<file path="src/sv/sal_pkg.sv">
// Package for the sorted array list engine.
// Holds sizes, action and status codes, queue and state types. No dependencies.
package sal_pkg;
  localparam int Capacity = 64;
  localparam int AddrW = $clog2(Capacity);
  localparam int CountW = $clog2(Capacity + 1);
  localparam int DataW = 32;
  localparam int QDepth = 4;
  localparam int QAddrW = $clog2(QDepth);

  typedef enum logic [2:0] {
    ACT_INSERT = 3'd0,
    ACT_REVERSE = 3'd1,
    ACT_PARTITION = 3'd2,
    ACT_READ = 3'd3,
    ACT_CLEAR = 3'd4
  } action_t;

  typedef enum logic [1:0] {
    ST_DONE = 2'd0,
    ST_FULL = 2'd1,
    ST_RANGE = 2'd2
  } status_t;

  typedef enum logic [2:0] {
    OP_NOP, OP_INSERT, OP_REVERSE, OP_PARTITION, OP_READ, OP_CLEAR
  } op_t;

  typedef struct packed {
    op_t op;
    logic [DataW-1:0] value;
    logic [5:0] index;
  } cmd_t;

  typedef enum logic [3:0] {
    S_IDLE, S_SCAN_RD, S_SCAN_CHK, S_SHIFT_RD, S_SHIFT_WR, S_PUT,
    S_SW_RD, S_SW_RDB, S_SW_CHK, S_SW_WB, S_READ, S_READ_WAIT, S_OUT
  } state_t;
endpackage

</file>
<file path="src/sv/sorted_array_list_engine_top.sv">
// Top level of the sorted array list engine.
// Depends on sal_pkg, sal_front, sal_back.
//
// Channel   Dir  Fields (tdata low bit up)
// s_axis    in   action[2:0], value[34:3], index[40:35]
// m_axis    out  read_data[31:0], length[38:32], status[40:39]
//
// Insert passes S_SCAN_RD and S_SCAN_CHK per scanned entry and S_SHIFT_RD and
// S_SHIFT_WR per shifted entry; reverse and partition pass S_SW_RD, S_SW_RDB,
// S_SW_CHK and S_SW_WB per swap step, set by the one-port entry memory. Reset
// is synchronous and clears the count and queue. A four-entry queue lets input
// continue while the back end works or waits on m_axis_tready, until it fills.
module sorted_array_list_engine_top import sal_pkg::*; (
  input  logic        clk,
  input  logic        rst,
  input  logic        s_axis_tvalid,
  output logic        s_axis_tready,
  input  logic [47:0] s_axis_tdata,  // action, value, index, zero fill
  output logic        m_axis_tvalid,
  input  logic        m_axis_tready,
  output logic [47:0] m_axis_tdata   // read_data, length, status, zero fill
);
  logic q_valid, q_pop;
  cmd_t q_cmd;
  logic [DataW-1:0] read_data;
  logic [CountW-1:0] length;
  logic [1:0] status;

  sal_front u_front (
    .clk(clk), .rst(rst), .in_valid(s_axis_tvalid), .in_ready(s_axis_tready),
    .action(s_axis_tdata[2:0]), .value(s_axis_tdata[34:3]),
    .index(s_axis_tdata[40:35]), .q_valid(q_valid), .q_pop(q_pop), .q_cmd(q_cmd)
  );

  sal_back u_back (
    .clk(clk), .rst(rst), .q_valid(q_valid), .q_pop(q_pop), .q_cmd(q_cmd),
    .out_valid(m_axis_tvalid), .out_ready(m_axis_tready),
    .read_data(read_data), .length(length), .status(status)
  );

  assign m_axis_tdata = {7'd0, status, length, read_data};
endmodule

</file>
<file path="src/sv/sal_ram.sv">
// Generic single-port RAM with registered read.
// No dependencies.
module sal_ram #(
  parameter int Width = 32,
  parameter int Depth = 64
) (
  input  logic                     clk,
  input  logic                     we,
  input  logic [$clog2(Depth)-1:0] addr,
  input  logic [Width-1:0]         wdata,
  output logic [Width-1:0]         rdata
);
  logic [Width-1:0] mem [Depth];
  always_ff @(posedge clk) begin
    if (we) begin
      mem[addr] <= wdata;
    end
    rdata <= mem[addr];
  end
endmodule

</file>
<file path="src/sv/sal_front.sv">
// Front end: accepts input words, decodes actions and queues commands.
// Depends on sal_pkg.
module sal_front import sal_pkg::*; (
  input  logic       clk,
  input  logic       rst,
  input  logic       in_valid,
  output logic       in_ready,
  input  logic [2:0] action,
  input  logic [DataW-1:0] value,
  input  logic [5:0] index,
  output logic       q_valid,
  input  logic       q_pop,
  output cmd_t       q_cmd
);
  cmd_t fifo [QDepth];
  logic [QAddrW-1:0] wp, rp;
  logic [QAddrW:0] fill;
  cmd_t dec;
  logic push;

  always_comb begin
    dec.value = value;
    dec.index = index;
    unique case (action)
      ACT_INSERT: dec.op = OP_INSERT;
      ACT_REVERSE: dec.op = OP_REVERSE;
      ACT_PARTITION: dec.op = OP_PARTITION;
      ACT_READ: dec.op = OP_READ;
      ACT_CLEAR: dec.op = OP_CLEAR;
      default: dec.op = OP_NOP;
    endcase
  end

  assign in_ready = fill != (QAddrW+1)'(QDepth);
  assign push = in_valid && in_ready;
  assign q_valid = fill != '0;
  assign q_cmd = fifo[rp];

  always_ff @(posedge clk) begin
    if (push) begin
      fifo[wp] <= dec;
    end
    if (rst) begin
      wp <= '0;
      rp <= '0;
      fill <= '0;
    end else begin
      if (push) wp <= wp + 1'b1;
      if (q_pop) rp <= rp + 1'b1;
      fill <= fill + (QAddrW+1)'(push) - (QAddrW+1)'(q_pop);
    end
  end

  assert property (@(posedge clk) disable iff (rst) q_pop |-> q_valid)
    else $error("pop from empty queue");
  assert property (@(posedge clk) disable iff (rst)
    fill == (QAddrW+1)'(QDepth) |-> !in_ready)
    else $error("ready while queue full");
  assert property (@(posedge clk) disable iff (rst)
    push && !q_pop |=> fill == $past(fill) + 1'b1)
    else $error("fill count slip");
endmodule

</file>
<file path="src/sv/sal_back.sv">
// Back end: sequencer that carries out list actions on the entry memory.
// Depends on sal_pkg and sal_ram.
module sal_back import sal_pkg::*; (
  input  logic              clk,
  input  logic              rst,
  input  logic              q_valid,
  output logic              q_pop,
  input  cmd_t              q_cmd,
  output logic              out_valid,
  input  logic              out_ready,
  output logic [DataW-1:0]  read_data,
  output logic [CountW-1:0] length,
  output logic [1:0]        status
);
  state_t state, state_next;
  cmd_t cmd;
  logic [CountW-1:0] count;
  logic [CountW-1:0] lo, hi, pos;
  logic [DataW-1:0] a_val;
  logic we;
  logic [AddrW-1:0] addr;
  logic [DataW-1:0] wdata, rdata;
  logic wb_second;
  logic swap;

  sal_ram #(.Width(DataW), .Depth(Capacity)) u_ram (
    .clk(clk), .we(we), .addr(addr), .wdata(wdata), .rdata(rdata)
  );

  assign q_pop = state == S_IDLE && q_valid;

  always_comb begin
    state_next = state;
    unique case (state)
      S_IDLE: if (q_valid) begin
        unique case (q_cmd.op)
          OP_INSERT: state_next = (count >= CountW'(Capacity)) ? S_OUT :
                                  (count == '0) ? S_PUT : S_SCAN_RD;
          OP_REVERSE, OP_PARTITION: state_next = (count < CountW'(2)) ? S_OUT : S_SW_RD;
          OP_READ: state_next = ({1'b0, q_cmd.index} < 7'(count)) ? S_READ : S_OUT;
          default: state_next = S_OUT;
        endcase
      end
      S_SCAN_RD: state_next = S_SCAN_CHK;
      S_SCAN_CHK: state_next = ($signed(rdata) < $signed(cmd.value) &&
                               pos + 1'b1 < count) ? S_SCAN_RD :
                               ($signed(rdata) < $signed(cmd.value)) ? S_PUT :
                               S_SHIFT_RD;
      S_SHIFT_RD: state_next = S_SHIFT_WR;
      S_SHIFT_WR: state_next = (hi - 1'b1 == pos) ? S_PUT : S_SHIFT_RD;
      S_PUT: state_next = S_OUT;
      S_SW_RD: state_next = S_SW_RDB;
      S_SW_RDB: state_next = S_SW_CHK;
      S_SW_CHK: state_next = S_SW_WB;
      S_SW_WB: state_next = (lo < hi) ? S_SW_RD : S_OUT;
      S_READ: state_next = S_READ_WAIT;
      S_READ_WAIT: state_next = S_OUT;
      S_OUT: if (out_ready) state_next = S_IDLE;
      default: state_next = S_IDLE;
    endcase
  end

  always_comb begin
    we = 1'b0;
    addr = lo[AddrW-1:0];
    wdata = a_val;
    unique case (state)
      S_SCAN_RD: addr = pos[AddrW-1:0];
      S_SHIFT_RD: addr = AddrW'(hi - 1'b1);
      S_SHIFT_WR: begin we = 1'b1; addr = hi[AddrW-1:0]; wdata = rdata; end
      S_PUT: begin we = 1'b1; addr = pos[AddrW-1:0]; wdata = cmd.value; end
      S_SW_RD: addr = lo[AddrW-1:0];
      S_SW_RDB: addr = hi[AddrW-1:0];
      S_SW_CHK: begin
        we = swap;
        addr = lo[AddrW-1:0];
        wdata = rdata;
      end
      S_SW_WB: begin
        we = wb_second;
        addr = AddrW'(hi + 1'b1);
        wdata = a_val;
      end
      S_READ: addr = cmd.index[AddrW-1:0];
      default: ;
    endcase
  end

  // Swap step: in S_SW_CHK a_val holds entry lo and rdata holds entry hi. Entry lo
  // takes entry hi there when a swap is due, and the old entry hi slot takes a_val
  // in S_SW_WB, after hi has already moved down by one.
  always_comb begin
    swap = 1'b0;
    if (cmd.op == OP_REVERSE) swap = 1'b1;
    else swap = !a_val[0] && rdata[0];
  end

  always_ff @(posedge clk) begin
    if (rst) begin
      state <= S_IDLE;
      count <= '0;
      out_valid <= 1'b0;
    end else begin
      state <= state_next;
      if (state == S_OUT && out_ready) out_valid <= 1'b0;
      if (state_next == S_OUT && state != S_OUT) out_valid <= 1'b1;
      if (state == S_PUT) count <= count + 1'b1;
      if (state == S_IDLE && q_valid && q_cmd.op == OP_CLEAR) count <= '0;
    end
  end

  always_ff @(posedge clk) begin
    wb_second <= (state == S_SW_CHK) && swap;
    unique case (state)
      S_IDLE: if (q_valid) begin
        cmd <= q_cmd;
        pos <= '0;
        lo <= '0;
        hi <= count - 1'b1;
        read_data <= '0;
        status <= (q_cmd.op == OP_INSERT && count >= CountW'(Capacity)) ? ST_FULL :
                  (q_cmd.op == OP_READ && !({1'b0, q_cmd.index} < 7'(count))) ?
                  ST_RANGE : ST_DONE;
        length <= (q_cmd.op == OP_CLEAR) ? '0 : count;
      end
      S_SCAN_CHK: begin
        if ($signed(rdata) < $signed(cmd.value)) pos <= pos + 1'b1;
        hi <= count;
      end
      S_SHIFT_WR: hi <= hi - 1'b1;
      S_PUT: length <= count + 1'b1;
      S_SW_RDB: a_val <= rdata;
      S_SW_CHK: begin
        if (swap) begin
          lo <= lo + 1'b1;
          hi <= hi - 1'b1;
        end else if (cmd.op == OP_PARTITION && a_val[0]) begin
          lo <= lo + 1'b1;
        end else begin
          hi <= hi - 1'b1;
        end
      end
      S_READ_WAIT: read_data <= rdata;
      default: ;
    endcase
  end

  assert property (@(posedge clk) disable iff (rst) out_valid |-> state == S_OUT)
    else $error("result shown outside output state");
  assert property (@(posedge clk) disable iff (rst) count <= CountW'(Capacity))
    else $error("count above capacity");
  assert property (@(posedge clk) disable iff (rst)
    state == S_PUT |=> count == $past(count) + 1'b1)
    else $error("insert did not grow list");
  assert property (@(posedge clk) disable iff (rst) wb_second |-> state == S_SW_WB)
    else $error("swap write lost");
endmodule
</file>
<file path="config.mk">
export PLATFORM = sky130hd
export DESIGN_NAME = sorted_array_list_engine_top
export DESIGN_NICKNAME = d
export VERILOG_FILES = /design/src/sv/sal_pkg.sv /design/src/sv/sorted_array_list_engine_top.sv /design/src/sv/sal_ram.sv /design/src/sv/sal_front.sv /design/src/sv/sal_back.sv
export SDC_FILE = /design/constraint.sdc
export NUM_CORES = 2
export LEC_CHECK = 0
export CORE_ASPECT_RATIO = 0.5
export CORE_MARGIN = 1.5
export CORE_UTILIZATION = 45
export DETAILED_ROUTE_END_ITERATION = 8
export DONT_BUFFER_PORTS = 1
export PLACE_DENSITY = 0.57
export SETUP_SLACK_MARGIN = 0.5
export SYNTH_ARGS = -nofsm -noshare
export SYNTH_HDL_FRONTEND = slang
export SYNTH_HIERARCHICAL = 1
export SYNTH_SLANG_ARGS = --single-unit
</file>
<file path="constraint.sdc">
create_clock -name clk -period 6.8 [get_ports clk]
set_input_delay 1.36 -clock clk [delete_from_list [all_inputs] [get_ports clk]]
set_output_delay 1.36 -clock clk [all_outputs]
set_load 0.05 [all_outputs]
</file>
==> results.yml <==
die:
  core_um2: 205000
  fp.dieArea_um2: 210000
  num_rows: 117
  io_pins: 102
  fp.dieW_um: 647
  initial_core_util_pct: 45.6
  die_h_um: 325
routing:
  vias: 52182
  ant_nets: 0
  drcViolationCount: 0
  drt_pass1_iterations: 6
  wire_per_inst_um: 33.0
  drt_iter0_markers: 7666
  routed_wl_um: 274000
  viasPerCell: 6.28
hold_path:
  min_path_type: "reg -> reg"
  min_path_cells: 0
sta:
  tns_ns: 0
  holdWs_ns: 0.515
  slew_headroom_pct: 6.93
  fin_worst_skew_ns: 0.0451
  hold_viol: 0
  tightestPinTransition_ns: 1.39
  post-route-period-util_pct: 85.2
  rsz0062_at_grt: "no"
  clock.fmax_mhz: 173
  drv_slew: 0
  final-setup-viol-count: 0
  period_needed_ns: 5.80
  finalWorstSetupSlack_ns: 1.00
synth:
  synth_largest_area_cell: "edfxtp_1"
  ys_seq_area_share_pct: 76.6
  synth.most_common_cell: "edfxtp_1"
  synthesis.area_um2: 93400
  synthFlopType: "edfxtp_1"
  yosys-top-cells-area: "edfxtp_1 (75%), mux4_2 (3.3%), mux2i_1 (2.8%)"
  syn_avg_cell_area_um2: 17.9
  synth_cell_types: 77
  ys_top_cells_by_count: "edfxtp_1 (2347), mux2i_1 (261), nor2_1 (228)"
  synth_top_area_share_pct: 75.5
  synth_seq_cells: 2401
  ys_warn_count: 6
  synthArstFlopShare_pct: 0
  synth_cells: 5225
  synth_edf_count: 2347
placed_design:
  numPortBuffers: 0
  post-dp-hpwl_um: 170000
  place_congestion: 0.912
  dp.cells: 7913
  dp_slack_ns: 1.10
critical_path:
  worst_setup_path_start_kind: "flip-flop"
  critPathCaptureType: "flip-flop"
  crit_type: "reg -> reg"
  crit_fanout: 31
  worst-r2r-cell-count: 15
  cp.arrival_ns: 6.60
  cp.required_ns: 7.60
cts:
  cts_buffer_depth: 4
  clk_pin_slew_ns: 0.07
  ctsHoldBuffers: 0
  cts_setup_buffers: 0
  htreeDepth: 4
  numCtsBuffers: 215
  clock-sinks: 2401
  post_cts_resized: 0
  root_buffer: "clkbuf_16"
  cts_tree: "done"
  insertion_delay_ns: 0.87
global_routing:
  grt_util_all_layers_pct: 25.7
  grt_pass1_vias: 49987
  grt_max_degree: 112
  grt_antenna_before_repair: 39
  overflow: 0
  grt_pass1_wl_um: 383000
finish:
  regArea_um2: 71600
  nNetsFinal: 5506
  areaGrowthSynthToFinish_pct: 12.7
  stdcell_count: 8310
  multi_input_comb_area_um2: 20700
  n_fill_cell: 16420
  drive_above_1_share_pct: 18.1
flow_run:
  maxCapViolCount: 0
status:
  outcome: "finished, final reports clean"
-- per-layer routing --
metal / global-route usage (%) / share of wire [%]
met3: 7.35 / 11
met2: 37.0 / 43
met1: 38.7 / 43
met4: 5.98 / 2.2
met5: 0 / 0.038
-- stage by stage --
| step | util, % | area [um^2] |
|---|---|---|
| 3_5_place_dp | 48.1 | 98500 |
| 2_1_floorplan | - | 93400 |
| 3_3_place_gp | 48.1 | 98500 |
| 4_1_cts | 51.4 | 105000 |
| 5_1_grt | 51.4 | 105000 |
| 6_report | 51.4 | 105000 |
-- worst paths after layout --
path / to / from / slack, ns
worst min-delay path: u_back/a_val[28] / u_back/u_ram/rdata[28] / 0.51
worst min register to register: u_back/a_val[28] / u_back/u_ram/rdata[28] / 0.51
worst max-delay path: u_back/u_ram/rdata[7] / u_back/state[3] / 1.00
worst max register to register: u_back/u_ram/rdata[7] / u_back/state[3] / 1.00
-- critical path, cell delays in order (launching register included) --
cell,delay [ns]
dfxtp_1,0.66
inv_2,0.13
nand2_1,0.28
a21oi_1,0.20
nand2b_1,0.21
a222oi_1,0.48
nand2_4,0.37
buf_4,0.34
nor2_4,0.62
buf_4,0.34
buf_4,0.24
buf_4,0.42
a222oi_1,0.19
nand2b_1,0.17
a21oi_1,0.76
or4_1,0.22
-- cell families (layout without fill, tap and decap cells) --
logic type | after synthesis | after routing | synth area share (%)
AOI/OAI and AO/OA | 1090 | 1090 | 8.53
xor gates and xnor gates | 34 | 34 | 0.363
adders and majority gates | 61 | 61 | 0.826
buffers and inverters | 400 | 727 | 1.94
DFF | 2401 | 2401 | 76.6
muxes | 546 | 546 | 7.89
other | 1 | 22 | 0.00402
and+or+nand+nor | 692 | 692 | 3.80
-- final cells by class --
class / count / area share, %
multi-input cells: 2430 / 19.7
repair buffers: 286 / 2.41
well taps: 2737 / 3.25
flip-flops and latches: 2401 / 68.0
diodes: 15 / 0.0357
clock inverters: 101 / 0.903
clock buffers: 281 / 5.49
inverters: 59 / 0.218
-- registers in the layout, summed over array words and instances (netlist names), 7 cells and up, named ones only --
| name | cells |
|---|---|
| u_back/count | 7 |
| u_back/length | 7 |
| u_back/lo | 7 |
| u_back/u_ram/mem | 2048 |
| u_back/read_data | 32 |
| u_back/cmd | 41 |
| u_back/a_val | 32 |
| u_back/hi | 7 |
| u_front/fifo | 164 |
| u_back/pos | 7 |
| u_back/u_ram/rdata | 32 |
-- cell usage in the layout, fill, tap and decap left out, drive strengths merged, types with 82 or more instances in the layout --
cell / n
o21ai: 119
a221oi: 179
and3: 93
nand2: 82
edfxtp: 2347
clkbuf: 281
buf: 286
nor2: 228
mux2i: 261
mux4: 137
a21oi: 158
mux2: 148
a22oi: 191
o22ai: 95
Power is not shown: default switching activity piles up to over one toggle a cycle in this logic, so the estimate is an artifact.
